`src/rtl/mcr_pkg.sv`:
```
// mcr_pkg: shared constants, types and register map of the midpoint circle rasterizer.
// Used by mcr_front, mcr_fifo, mcr_back and midpoint_circle_rasterizer.
package mcr_pkg;

   localparam int MAX_DIM  = 4096;
   localparam int DIM_W    = 13;    // image_width / image_height register width
   localparam int COORD_W  = 13;    // step x / y
   localparam int CEN_W    = 14;    // signed centre coordinates
   localparam int DEC_W    = 18;    // signed decision variable
   localparam int SUM_W    = 16;    // signed centre +/- offset
   localparam int PIX_W    = 12;    // output row / column
   localparam int NSLOT    = 8;     // results a step can produce
   localparam int SLOT_W   = 3;
   localparam int QDEPTH   = 4;
   localparam int QPTR_W   = 2;
   localparam int ADDR_W   = 5;
   localparam int DATA_W   = 32;

   // register indexes (byte address / 4)
   localparam logic [2:0] REG_CENTER_X  = 3'd0;
   localparam logic [2:0] REG_CENTER_Y  = 3'd1;
   localparam logic [2:0] REG_RADIUS    = 3'd2;
   localparam logic [2:0] REG_FILL_MODE = 3'd3;
   localparam logic [2:0] REG_WIDTH     = 3'd4;
   localparam logic [2:0] REG_HEIGHT    = 3'd5;

   typedef enum logic [1:0] {
      PH_DONE  = 2'd0,
      PH_RUN   = 2'd1,
      PH_FINAL = 2'd2
   } phase_type;

   // one decision-loop step handed from front to back
   typedef struct packed {
      logic [COORD_W-1:0] x;
      logic [COORD_W-1:0] y;
      logic               active;   // step draws octants
      logic               done;     // circle finished after this step
   } step_type;

   typedef struct packed {
      logic signed [CEN_W-1:0] center_x;
      logic signed [CEN_W-1:0] center_y;
      logic                    fill;
      logic [DIM_W-1:0]        width;
      logic [DIM_W-1:0]        height;
   } cfg_type;

endpackage

```
`src/rtl/midpoint_circle_rasterizer.sv`:
```
// midpoint_circle_rasterizer: top level, register file, front/queue/back hookup.
// Depends on mcr_pkg, mcr_front, mcr_fifo, mcr_back.
// Path: an accepted item passes through the step queue and the back end's job registers to the output register.
// Throughput: one result per cycle while rsp_tready is high; a step gives up to 8 outline
//   points or 4 fill spans, or 1 status result; 4-entry queue: one item per cycle until full.
// Reset: synchronous, active high; clears loop state, queue and output, registers to defaults.
module midpoint_circle_rasterizer (
   input  logic        clock,
   input  logic        reset,
   // request channel
   input  logic        req_tvalid,
   output logic        req_tready,
   input  logic [7:0]  req_tdata,    // restart[0], zero [7:1]
   // result channel
   output logic        rsp_tvalid,
   input  logic        rsp_tready,
   output logic [39:0] rsp_tdata,    // row[11:0], col_first[23:12], col_end[35:24], zero [39:36]
   output logic [1:0]  rsp_tuser,    // item_valid[0], done_res[1]
   output logic        rsp_tlast,
   // configuration
   input  logic                         csr_psel,
   input  logic                         csr_penable,
   input  logic                         csr_pwrite,
   input  logic [mcr_pkg::ADDR_W-1:0]   csr_paddr,
   input  logic [mcr_pkg::DATA_W-1:0]   csr_pwdata,
   output logic [mcr_pkg::DATA_W-1:0]   csr_prdata,
   output logic                         csr_pready
);

   logic [mcr_pkg::CEN_W-1:0]   cx_ff, cx_in, cy_ff, cy_in;
   logic [mcr_pkg::COORD_W-1:0] rad_ff, rad_in;
   logic                        fill_ff, fill_in;
   logic [mcr_pkg::DIM_W-1:0]   w_ff, w_in, h_ff, h_in;
   logic                        wr_en;
   logic [2:0]                  reg_idx;

   mcr_pkg::cfg_type  cfg;
   mcr_pkg::step_type q_entry, q_head;
   logic              q_push, q_full, q_pop, q_head_valid;

   // ---- register file: write on access phase, pready always high ----
   assign csr_pready = 1'b1;
   assign wr_en      = csr_psel && csr_penable && csr_pwrite && csr_pready;
   assign reg_idx    = csr_paddr[mcr_pkg::ADDR_W-1:2];

   always_comb begin
      cx_in   = cx_ff;
      cy_in   = cy_ff;
      rad_in  = rad_ff;
      fill_in = fill_ff;
      w_in    = w_ff;
      h_in    = h_ff;
      if (wr_en) begin
         case (reg_idx)
            mcr_pkg::REG_CENTER_X:  cx_in   = csr_pwdata[mcr_pkg::CEN_W-1:0];
            mcr_pkg::REG_CENTER_Y:  cy_in   = csr_pwdata[mcr_pkg::CEN_W-1:0];
            mcr_pkg::REG_RADIUS:    rad_in  = csr_pwdata[mcr_pkg::COORD_W-1:0];
            mcr_pkg::REG_FILL_MODE: fill_in = csr_pwdata[0];
            mcr_pkg::REG_WIDTH:     w_in    = csr_pwdata[mcr_pkg::DIM_W-1:0];
            mcr_pkg::REG_HEIGHT:    h_in    = csr_pwdata[mcr_pkg::DIM_W-1:0];
            default: ;   // unmapped index: write dropped
         endcase
      end
   end

   always_ff @(posedge clock) begin
      if (reset) begin
         cx_ff   <= '0;
         cy_ff   <= '0;
         rad_ff  <= '0;
         fill_ff <= 1'b0;
         w_ff    <= mcr_pkg::DIM_W'(mcr_pkg::MAX_DIM);
         h_ff    <= mcr_pkg::DIM_W'(mcr_pkg::MAX_DIM);
      end else begin
         cx_ff   <= cx_in;
         cy_ff   <= cy_in;
         rad_ff  <= rad_in;
         fill_ff <= fill_in;
         w_ff    <= w_in;
         h_ff    <= h_in;
      end
   end

   always_comb begin
      case (reg_idx)
         mcr_pkg::REG_CENTER_X:  csr_prdata = mcr_pkg::DATA_W'({cx_ff});
         mcr_pkg::REG_CENTER_Y:  csr_prdata = mcr_pkg::DATA_W'({cy_ff});
         mcr_pkg::REG_RADIUS:    csr_prdata = mcr_pkg::DATA_W'({rad_ff});
         mcr_pkg::REG_FILL_MODE: csr_prdata = mcr_pkg::DATA_W'({fill_ff});
         mcr_pkg::REG_WIDTH:     csr_prdata = mcr_pkg::DATA_W'({w_ff});
         mcr_pkg::REG_HEIGHT:    csr_prdata = mcr_pkg::DATA_W'({h_ff});
         default:                csr_prdata = '0;
      endcase
   end

   // centre, fill and image size are read live by the back end; the config port is
   // to be written only while the pipe is empty, which the block does not enforce
   assign cfg.center_x = cx_ff;
   assign cfg.center_y = cy_ff;
   assign cfg.fill     = fill_ff;
   assign cfg.width    = w_ff;
   assign cfg.height   = h_ff;

   // ---- front: decision loop, one step per accepted item ----
   mcr_front u_front (
      .clock      (clock),
      .reset      (reset),
      .req_tvalid (req_tvalid),
      .req_tready (req_tready),
      .restart    (req_tdata[0]),
      .radius     (rad_ff),
      .q_full     (q_full),
      .q_push     (q_push),
      .q_entry    (q_entry)
   );

   // ---- step queue ----
   mcr_fifo u_fifo (
      .clock      (clock),
      .reset      (reset),
      .push       (q_push),
      .push_entry (q_entry),
      .full       (q_full),
      .pop        (q_pop),
      .head_valid (q_head_valid),
      .head       (q_head)
   );

   // ---- back: clip and emit points / spans ----
   mcr_back u_back (
      .clock      (clock),
      .reset      (reset),
      .head_valid (q_head_valid),
      .head       (q_head),
      .head_pop   (q_pop),
      .cfg        (cfg),
      .rsp_tvalid (rsp_tvalid),
      .rsp_tready (rsp_tready),
      .rsp_tdata  (rsp_tdata),
      .rsp_tuser  (rsp_tuser),
      .rsp_tlast  (rsp_tlast)
   );

   // ---- assertions ----
   // status-only result always closes its item
   a_status_last: assert property (@(posedge clock) disable iff (reset)
      rsp_tvalid && !rsp_tuser[0] |-> rsp_tlast)
      else $error("status result without tlast");

   // status-only result carries zero coordinates
   a_status_zero: assert property (@(posedge clock) disable iff (reset)
      rsp_tvalid && !rsp_tuser[0] |-> (rsp_tdata == '0))
      else $error("status result with nonzero payload");

   // clipped span is never inverted
   a_span_order: assert property (@(posedge clock) disable iff (reset)
      rsp_tvalid && rsp_tuser[0] |-> (rsp_tdata[23:12] <= rsp_tdata[35:24]))
      else $error("col_first beyond col_end");

   // nothing left in the output register after reset
   a_reset_idle: assert property (@(posedge clock)
      reset |=> !rsp_tvalid)
      else $error("result valid right after reset");

endmodule

```
`src/rtl/mcr_front.sv`:
```
// mcr_front: midpoint decision loop, one step per accepted item.
// Depends on mcr_pkg; feeds mcr_fifo.
module mcr_front (
   input  logic                          clock,
   input  logic                          reset,
   input  logic                          req_tvalid,
   output logic                          req_tready,
   input  logic                          restart,
   input  logic [mcr_pkg::COORD_W-1:0]   radius,
   input  logic                          q_full,
   output logic                          q_push,
   output mcr_pkg::step_type             q_entry
);

   logic [mcr_pkg::COORD_W-1:0]      x_ff, x_in, y_ff, y_in;
   logic signed [mcr_pkg::DEC_W-1:0] d_ff, d_in;
   mcr_pkg::phase_type               phase_ff, phase_in;

   logic [mcr_pkg::COORD_W-1:0]      x_cur, y_cur, x_nx, y_nx;
   logic signed [mcr_pkg::DEC_W-1:0] d_cur, d_nx;
   mcr_pkg::phase_type               ph_cur, ph_nx;
   logic                             accept;

   assign req_tready = !q_full;
   assign accept     = req_tvalid && req_tready;

   // restart loads x=0, y=r, d=3-2r before the step
   always_comb begin
      if (restart) begin
         x_cur  = '0;
         y_cur  = radius;
         d_cur  = mcr_pkg::DEC_W'(3) - mcr_pkg::DEC_W'({radius, 1'b0});
         ph_cur = (radius != '0) ? mcr_pkg::PH_RUN : mcr_pkg::PH_FINAL;
      end else begin
         x_cur  = x_ff;
         y_cur  = y_ff;
         d_cur  = d_ff;
         ph_cur = phase_ff;
      end
   end

   always_comb begin
      x_nx  = x_cur;
      y_nx  = y_cur;
      d_nx  = d_cur;
      ph_nx = mcr_pkg::PH_DONE;
      case (ph_cur)
         mcr_pkg::PH_RUN: begin
            if (d_cur < 0) begin
               d_nx = d_cur + mcr_pkg::DEC_W'({x_cur, 2'b00}) + mcr_pkg::DEC_W'(6);
            end else begin
               d_nx = d_cur
                    + mcr_pkg::DEC_W'({x_cur, 2'b00})
                    - mcr_pkg::DEC_W'({y_cur, 2'b00})
                    + mcr_pkg::DEC_W'(10);
               y_nx = y_cur - 1'b1;
            end
            x_nx = x_cur + 1'b1;
            if (x_nx < y_nx)       ph_nx = mcr_pkg::PH_RUN;
            else if (x_nx == y_nx) ph_nx = mcr_pkg::PH_FINAL;
            else                   ph_nx = mcr_pkg::PH_DONE;
         end
         mcr_pkg::PH_FINAL: ph_nx = mcr_pkg::PH_DONE;
         default:           ph_nx = mcr_pkg::PH_DONE;
      endcase
   end

   always_comb begin
      x_in     = accept ? x_nx  : x_ff;
      y_in     = accept ? y_nx  : y_ff;
      d_in     = accept ? d_nx  : d_ff;
      phase_in = accept ? ph_nx : phase_ff;
   end

   always_ff @(posedge clock) begin
      if (reset) begin
         x_ff     <= '0;
         y_ff     <= '0;
         d_ff     <= '0;
         phase_ff <= mcr_pkg::PH_DONE;
      end else begin
         x_ff     <= x_in;
         y_ff     <= y_in;
         d_ff     <= d_in;
         phase_ff <= phase_in;
      end
   end

   assign q_push         = accept;
   assign q_entry.x      = x_cur;
   assign q_entry.y      = y_cur;
   assign q_entry.active = (ph_cur == mcr_pkg::PH_RUN) || (ph_cur == mcr_pkg::PH_FINAL);
   assign q_entry.done   = (ph_nx == mcr_pkg::PH_DONE);

endmodule

```
`src/rtl/mcr_fifo.sv`:
```
// mcr_fifo: short show-ahead queue of loop steps between front and back.
// Depends on mcr_pkg.
module mcr_fifo (
   input  logic              clock,
   input  logic              reset,
   input  logic              push,
   input  mcr_pkg::step_type push_entry,
   output logic              full,
   input  logic              pop,
   output logic              head_valid,
   output mcr_pkg::step_type head
);

   mcr_pkg::step_type           mem_ff [mcr_pkg::QDEPTH];
   logic [mcr_pkg::QPTR_W-1:0]  wr_ff, wr_in, rd_ff, rd_in;
   logic [mcr_pkg::QPTR_W:0]    cnt_ff, cnt_in;
   logic                        do_push, do_pop;

   assign full       = (cnt_ff == (mcr_pkg::QPTR_W+1)'(mcr_pkg::QDEPTH));
   assign head_valid = (cnt_ff != '0);
   assign head       = mem_ff[rd_ff];
   assign do_push    = push && !full;
   assign do_pop     = pop && head_valid;

   always_comb begin
      wr_in  = do_push ? wr_ff + 1'b1 : wr_ff;
      rd_in  = do_pop  ? rd_ff + 1'b1 : rd_ff;
      cnt_in = cnt_ff;
      if (do_push && !do_pop)      cnt_in = cnt_ff + 1'b1;
      else if (do_pop && !do_push) cnt_in = cnt_ff - 1'b1;
   end

   always_ff @(posedge clock) begin
      if (reset) begin
         wr_ff  <= '0;
         rd_ff  <= '0;
         cnt_ff <= '0;
      end else begin
         wr_ff  <= wr_in;
         rd_ff  <= rd_in;
         cnt_ff <= cnt_in;
      end
   end

   always_ff @(posedge clock) begin
      if (do_push) begin
         mem_ff[wr_ff] <= push_entry;
      end
   end

endmodule

```
`src/rtl/mcr_back.sv`:
```
// mcr_back: expands a step into clipped points or spans; one result per unstalled cycle.
// Depends on mcr_pkg; pops mcr_fifo, drives the result output register.
module mcr_back (
   input  logic              clock,
   input  logic              reset,
   input  logic              head_valid,
   input  mcr_pkg::step_type head,
   output logic              head_pop,
   input  mcr_pkg::cfg_type  cfg,
   output logic              rsp_tvalid,
   input  logic              rsp_tready,
   output logic [39:0]       rsp_tdata,   // row[11:0], col_first[23:12], col_end[35:24], 0
   output logic [1:0]        rsp_tuser,   // item_valid[0], done_res[1]
   output logic              rsp_tlast
);

   logic signed [mcr_pkg::SUM_W-1:0] cx, cy, xs, ys, wm1, hh;
   logic signed [mcr_pkg::SUM_W-1:0] cxpy, cxmy, cxpx, cxmx, cypx, cymx, cypy, cymy;
   logic signed [mcr_pkg::SUM_W-1:0] c_row [mcr_pkg::NSLOT];
   logic signed [mcr_pkg::SUM_W-1:0] c_lo  [mcr_pkg::NSLOT];
   logic signed [mcr_pkg::SUM_W-1:0] c_hi  [mcr_pkg::NSLOT];
   logic signed [mcr_pkg::SUM_W-1:0] lo_c  [mcr_pkg::NSLOT];
   logic signed [mcr_pkg::SUM_W-1:0] hi_c  [mcr_pkg::NSLOT];
   logic [mcr_pkg::NSLOT-1:0] c_ok;
   logic [mcr_pkg::DIM_W-1:0] w_eff, h_eff;

   logic                      job_valid_ff, job_valid_in;
   logic [mcr_pkg::NSLOT-1:0] mask_ff, mask_in;
   logic                      done_ff, done_in;
   logic [mcr_pkg::PIX_W-1:0] row_ff [mcr_pkg::NSLOT];
   logic [mcr_pkg::PIX_W-1:0] c0_ff  [mcr_pkg::NSLOT];
   logic [mcr_pkg::PIX_W-1:0] c1_ff  [mcr_pkg::NSLOT];

   logic                      ov_ff, ov_in;
   logic [39:0]               od_ff, od_in;
   logic [1:0]                ou_ff, ou_in;
   logic                      ol_ff, ol_in;

   logic                      out_free, emit, last, finish, load;
   logic [mcr_pkg::NSLOT-1:0] pick, mask_nx;
   logic [mcr_pkg::SLOT_W-1:0] idx;

   // ---- candidate geometry of the queue head ----
   always_comb begin
      cx    = mcr_pkg::SUM_W'($signed(cfg.center_x));
      cy    = mcr_pkg::SUM_W'($signed(cfg.center_y));
      xs    = mcr_pkg::SUM_W'({1'b0, head.x});
      ys    = mcr_pkg::SUM_W'({1'b0, head.y});
      w_eff = (cfg.width  > mcr_pkg::DIM_W'(mcr_pkg::MAX_DIM))
              ? mcr_pkg::DIM_W'(mcr_pkg::MAX_DIM) : cfg.width;
      h_eff = (cfg.height > mcr_pkg::DIM_W'(mcr_pkg::MAX_DIM))
              ? mcr_pkg::DIM_W'(mcr_pkg::MAX_DIM) : cfg.height;
      wm1   = mcr_pkg::SUM_W'({1'b0, w_eff}) - mcr_pkg::SUM_W'(1);
      hh    = mcr_pkg::SUM_W'({1'b0, h_eff});
      cxpy  = cx + ys;
      cxmy  = cx - ys;
      cxpx  = cx + xs;
      cxmx  = cx - xs;
      cypx  = cy + xs;
      cymx  = cy - xs;
      cypy  = cy + ys;
      cymy  = cy - ys;
      if (cfg.fill) begin
         c_row[0] = cypy; c_lo[0] = cxmx; c_hi[0] = cxpx;
         c_row[1] = cymy; c_lo[1] = cxmx; c_hi[1] = cxpx;
         c_row[2] = cypx; c_lo[2] = cxmy; c_hi[2] = cxpy;
         c_row[3] = cymx; c_lo[3] = cxmy; c_hi[3] = cxpy;
         for (int k = 4; k < mcr_pkg::NSLOT; k++) begin
            c_row[k] = '0; c_lo[k] = '0; c_hi[k] = '0;
         end
      end else begin
         c_row[0] = cymx; c_lo[0] = cxpy; c_hi[0] = cxpy;
         c_row[1] = cypx; c_lo[1] = cxpy; c_hi[1] = cxpy;
         c_row[2] = cymx; c_lo[2] = cxmy; c_hi[2] = cxmy;
         c_row[3] = cypx; c_lo[3] = cxmy; c_hi[3] = cxmy;
         c_row[4] = cymy; c_lo[4] = cxpx; c_hi[4] = cxpx;
         c_row[5] = cypy; c_lo[5] = cxpx; c_hi[5] = cxpx;
         c_row[6] = cymy; c_lo[6] = cxmx; c_hi[6] = cxmx;
         c_row[7] = cypy; c_lo[7] = cxmx; c_hi[7] = cxmx;
      end
      // a point is a one-pixel span: the same clip covers both modes
      for (int k = 0; k < mcr_pkg::NSLOT; k++) begin
         lo_c[k] = (c_lo[k] < 0)   ? mcr_pkg::SUM_W'(0) : c_lo[k];
         hi_c[k] = (c_hi[k] > wm1) ? wm1                : c_hi[k];
         c_ok[k] = head.active && (!cfg.fill || (k < 4))
                && (c_row[k] >= 0) && (c_row[k] < hh) && (w_eff != '0)
                && (lo_c[k] <= hi_c[k]);
      end
   end

   // ---- emit sequencer ----
   always_comb begin
      out_free = !ov_ff || rsp_tready;
      emit     = job_valid_ff && out_free;
      pick     = mask_ff & (~mask_ff + 1'b1);
      mask_nx  = mask_ff & ~pick;
      last     = (mask_nx == '0);
      finish   = emit && last;
      load     = head_valid && (!job_valid_ff || finish);
      idx      = '0;
      for (int k = 0; k < mcr_pkg::NSLOT; k++) begin
         if (pick[k]) idx = mcr_pkg::SLOT_W'(k);
      end
   end

   assign head_pop = load;

   always_comb begin
      job_valid_in = job_valid_ff;
      mask_in      = mask_ff;
      done_in      = done_ff;
      if (load) begin
         job_valid_in = 1'b1;
         mask_in      = c_ok;
         done_in      = head.done;
      end else if (finish) begin
         job_valid_in = 1'b0;
      end else if (emit) begin
         mask_in      = mask_nx;
      end
   end

   always_comb begin
      ov_in = ov_ff;
      od_in = od_ff;
      ou_in = ou_ff;
      ol_in = ol_ff;
      if (emit) begin
         ov_in = 1'b1;
         ol_in = last;
         if (mask_ff == '0) begin
            od_in = '0;
            ou_in = {done_ff, 1'b0};
         end else begin
            od_in = {4'b0000, c1_ff[idx], c0_ff[idx], row_ff[idx]};
            ou_in = {done_ff, 1'b1};
         end
      end else if (rsp_tready) begin
         ov_in = 1'b0;
      end
   end

   always_ff @(posedge clock) begin
      if (reset) begin
         job_valid_ff <= 1'b0;
         mask_ff      <= '0;
         done_ff      <= 1'b0;
         ov_ff        <= 1'b0;
      end else begin
         job_valid_ff <= job_valid_in;
         mask_ff      <= mask_in;
         done_ff      <= done_in;
         ov_ff        <= ov_in;
      end
   end

   always_ff @(posedge clock) begin
      od_ff <= od_in;
      ou_ff <= ou_in;
      ol_ff <= ol_in;
      if (load) begin
         for (int k = 0; k < mcr_pkg::NSLOT; k++) begin
            row_ff[k] <= c_row[k][mcr_pkg::PIX_W-1:0];
            c0_ff[k]  <= lo_c[k][mcr_pkg::PIX_W-1:0];
            c1_ff[k]  <= hi_c[k][mcr_pkg::PIX_W-1:0];
         end
      end
   end

   assign rsp_tvalid = ov_ff;
   assign rsp_tdata  = od_ff;
   assign rsp_tuser  = ou_ff;
   assign rsp_tlast  = ol_ff;

endmodule
```
`config.mk`:
```
export PLATFORM = sky130hd
export DESIGN_NAME = midpoint_circle_rasterizer
export DESIGN_NICKNAME = d
export VERILOG_FILES = /design/src/rtl/mcr_pkg.sv /design/src/rtl/midpoint_circle_rasterizer.sv /design/src/rtl/mcr_front.sv /design/src/rtl/mcr_fifo.sv /design/src/rtl/mcr_back.sv
export SDC_FILE = /design/constraint.sdc
export NUM_CORES = 1
export LEC_CHECK = 0
export BUFFER_PORTS_ARGS = -buffer_cell sky130_fd_sc_hd__buf_2
export CORE_UTILIZATION = 45
export DETAILED_ROUTE_END_ITERATION = 6
export SYNTH_ARGS = -nofsm -noshare
export SYNTH_HDL_FRONTEND = slang
export SYNTH_SLANG_ARGS = --single-unit
```
`constraint.sdc`:
```
create_clock -name clock -period 6.5 [get_ports clock]
set_input_delay 0.325 -clock clock [delete_from_list [all_inputs] [get_ports clock]]
set_output_delay 0.325 -clock clock [all_outputs]
set_load 0.02 [all_outputs]
```
==> summary.md <==
| Metric | Value |
|---|---|
| Status | `finished clean` |
| Yosys warns | `0` |
| Least-Margin Pin Slew | `0.979 ns` |
| Clock Skew | `0.0308 ns` |
| Nets | `4263` |
| Unrepaired setup endpoints after global routing | `true` |
| # rows | `98` |
| Hold Path Class | `primary input to register` |
| R2r endpoint | `u_back.mask_ff[4]` |
| Hold-critical path depth | `3` |
| Post-route minimum period | `6.46 ns` |
| Die W | `272 um` |
| Kind of critical path | `register to register` |
| Routed WL per cell | `22.1 um` |
| Final setup violation count | `0` |
| H-tree depth | `2` |
| Clk root buf | `clkbuf_16` |
| Final sum of negative setup slack | `0 ns` |
| Area growth syn-to-layout | `20.8%` |
| Worst setup SP type | `register` |
| CTS sink cnt | `451` |
| Cell area after synthesis | `32800 um^2` |
| R2R cell count | `31` |
| HPWL after DPL | `83800 um` |
| Cts bufs inserted | `52` |
| Largest net degree at the start of global routing | `between 80 and 90` |
| Total design power | `16.7 mW` |
| WP buf/inv | `7` |
| CP delay by family, top | `compound AO/OA/AOI/OAI gates` |
| First-pass GRT wire length | `160000 um` |
| Critical-path maximum fanout | `6` |
| Setup crit end kind | `register` |
| Flop and latch count out of synthesis | `451` |
| IO Pins | `130` |
| Max IR drop VDD | `about 270 uV` |
| First drt pass iteration count | `6` |
| Clock Tree Buf Depth | `3` |
| Worst Hold Launch | `csr_pwdata[5]` |
| Max Cap Viol | `0` |
| Initial antenna violation count | `2` |
| Gpl congestion | `0.958` |
| Die area | `roughly 74000 um^2` |
| Max frequency | `0.155 GHz` |
| Routed WL | `107000 um` |
| Post-synth top flop | `edfxtp_1` |
| Post-synth EDFFs | `~320` |
| CTS tree | `done` |
| Vias in the first global route | `25.9k` |
| Power per cell area | `420 nW/um^2` |
| Vias post-DR | `27.5k` |
| Fraction of registers with async set/reset | `0` |
| Reg clk slew, reported paths | `0.06 ns` |
| Critical Path RT | `7.04 ns` |
| Final period utilization | `0.993` |
| Mean Syn Cell Area | `9.52 um^2` |
| LEAKAGE | `16.9 nW` |
| Initial DRC Count | `2555` |
| Number of vias per cell | `between 5 and 6` |
| # diodes | `0` |
| Detail Route Antenna Nets | `0` |
| Arr. time, crit path | `7.00 ns` |
| Fin. Hold Viols | `0` |
| Post-synthesis sequential area ratio | `0.372` |
| Max stage delay cell, worst path | `mux4_2` |
| Max-slew violations | `0` |
| Tot GR Track Use | `0.285` |
| Worst-Skew Late Latency | `between 0.6 and 0.7 ns` |
| Cells after Synth | `around 3.4k` |
| CORE AREA | `71900 um^2` |
| Share of layout cells above drive strength 1 | `0.216` |
| Cell mode on critical path | `a21oi_2` |
| Chip height | `between 200 and 300 um` |
| Drt drc | `0` |
| Reg2reg setup slack | `0.04 ns` |
| Post-synth cell types | `92` |
| Initial core utilization | `0.457` |
| Relative slew slack | `0.341` |
| Global route total overflow | `0` |
| Worst Hold Path EP | `w_ff[5]` |
| Worst stage delay on the critical path | `0.55 ns` |
| Port Buf Inserts | `79` |
[worst min-delay path, cell delays in order]
cell	delay (ns)
buf_2	0.15
nand2_1	0.07
a21oi_1	0.05
[Yosys cell counts (8+ instances only)]
library cell,n,area [um^2]
ha_1,360,4500
nor2_1,339,1270
edfxtp_1,318,9550
nand2_1,300,1130
a21oi_1,298,1490
inv_1,185,694
o21ai_0,137,686
dfxtp_1,133,2660
xnor2_1,122,1070
clkbuf_1,119,447
mux2i_1,96,961
nor3_1,78,390
nor2b_1,73,457
nand3_1,64,320
a21o_1,63,473
mux4_2,63,1420
a211oi_1,56,420
xor2_1,50,438
and2_1,46,288
nand2b_1,38,238
o21a_1,34,255
buf_1,31,116
o21bai_1,30,225
or3_1,29,181
nand4_1,28,175
mux2_2,25,282
buf_4,24,180
o211ai_1,23,173
a22oi_1,21,158
o31ai_1,21,158
o22ai_1,20,125
and3_1,17,106
or2_2,16,100
nor4_1,15,93.8
a211o_1,12,105
fa_1,10,200
a2111oi_0,9,78.8
a31oi_1,9,56.3
nand3b_1,9,67.6
buf_2,8,40.0
o31a_1,8,70.1
[sequential cells by signal, summed over array words and instances, names as in the netlist, 3 cells and up, named ones only]
name              flops
cx_ff                14
cy_ff                14
h_ff                 13
rad_ff               13
u_back.c0_ff         48
u_back.c1_ff         48
u_back.mask_ff        8
u_back.row_ff        71
u_back.rsp_tdata     36
u_fifo.cnt_ff         3
u_fifo.mem_ff       112
u_front.d_ff         17
u_front.x_ff         13
u_front.y_ff         13
w_ff                 13
[routing by layer]
metal  wire length [um]  track usage  up-vias
li1                   -            -    13300
met1              48000        0.406    13200
met2              48500        0.452      873
met3               6890       0.0330      168
met4               3440       0.0883        4
met5                 21            0        -
[power by group]
group / switching [mW] / leakage [nW] / internal, mW
logic: 5.06 / 11.9 / 4.02
clock network: 1.26 / 0.894 / 1.85
registers: 0.242 / 4.15 / 4.23
[cells by family after synthesis]
| kind of cell | count (synthesis) | synth area share |
|---|---|---|
| simple gates | 1081 | 0.154 |
| compound gates | 815 | 0.157 |
| flops | 451 | 0.372 |
| buf+inv | 372 | 0.0460 |
| fa+ha+maj | 371 | 0.144 |
| mux | 184 | 0.0811 |
| xor+xnor | 172 | 0.0459 |
| other cells | 2 | 0.000229 |
[stage by stage]
step	instance area [um^2]	setup WS [ns]	hold WS (ns)	std cells	utilization
detailed placement	36600	-0.363	0.432	4686	0.510
global route	39700	-0.249	0.0240	4834	0.552
CTS	38700	0.000554	0.000165	4798	0.539
global placement	36600	-0.286	0.425	4686	0.510
floorplan	32900	0.0519	0.408	3469	-
finish	39700	0.0423	0.0245	4834	0.552
[worst max path at each step]
| stage | from | endpoint | cells after the start |
|---|---|---|---|
| detailed placement | register | u_back.mask_ff[6] | 35 |
| global route | register | u_back.mask_ff[4] | 32 |
| floorplan | register | u_back.mask_ff[3] | 31 |
| CTS | register | u_back.mask_ff[6] | 34 |
| global placement | register | u_back.mask_ff[6] | 34 |
| finish | register | u_back.mask_ff[4] | 31 |
[final cells by class]
type,count,area (um^2)
Clock buffer,65,1440
Tap cell,950,1190
Sequential cell,451,12200
Multi-Input combinational cell,2646,20000
Fill cell,6579,32200
Timing Repair Buffer,501,3760
Inverter,189,714
Clock inverter,32,377
[cell usage in the layout (no fill, tap or decap), drive strengths merged, types with 46 or more instances in the layout]
cell type,Yosys,routed
a211oi,56,56
a21o,63,63
a21oi,300,300
and2,46,46
buf,64,494
clkbuf,119,66
dfxtp,133,133
edfxtp,318,318
ha,360,360
inv,186,192
mux2i,96,96
mux4,63,63
nand2,302,302
nand3,64,64
nor2,339,339
nor2b,73,73
nor3,79,79
o21ai,140,140
xnor2,122,122
xor2,50,50
[timing repair]
item	4_1_cts	5_1_grt
gates resized for setup	25	153
cloned	0	1
endpoints found under the hold margin	16	0
hold buffers	6	0
setup buffers	9	36
pin swaps	3	70
setup endpoints to repair	6	8
Note: power is estimated with default switching activity, not from simulation.
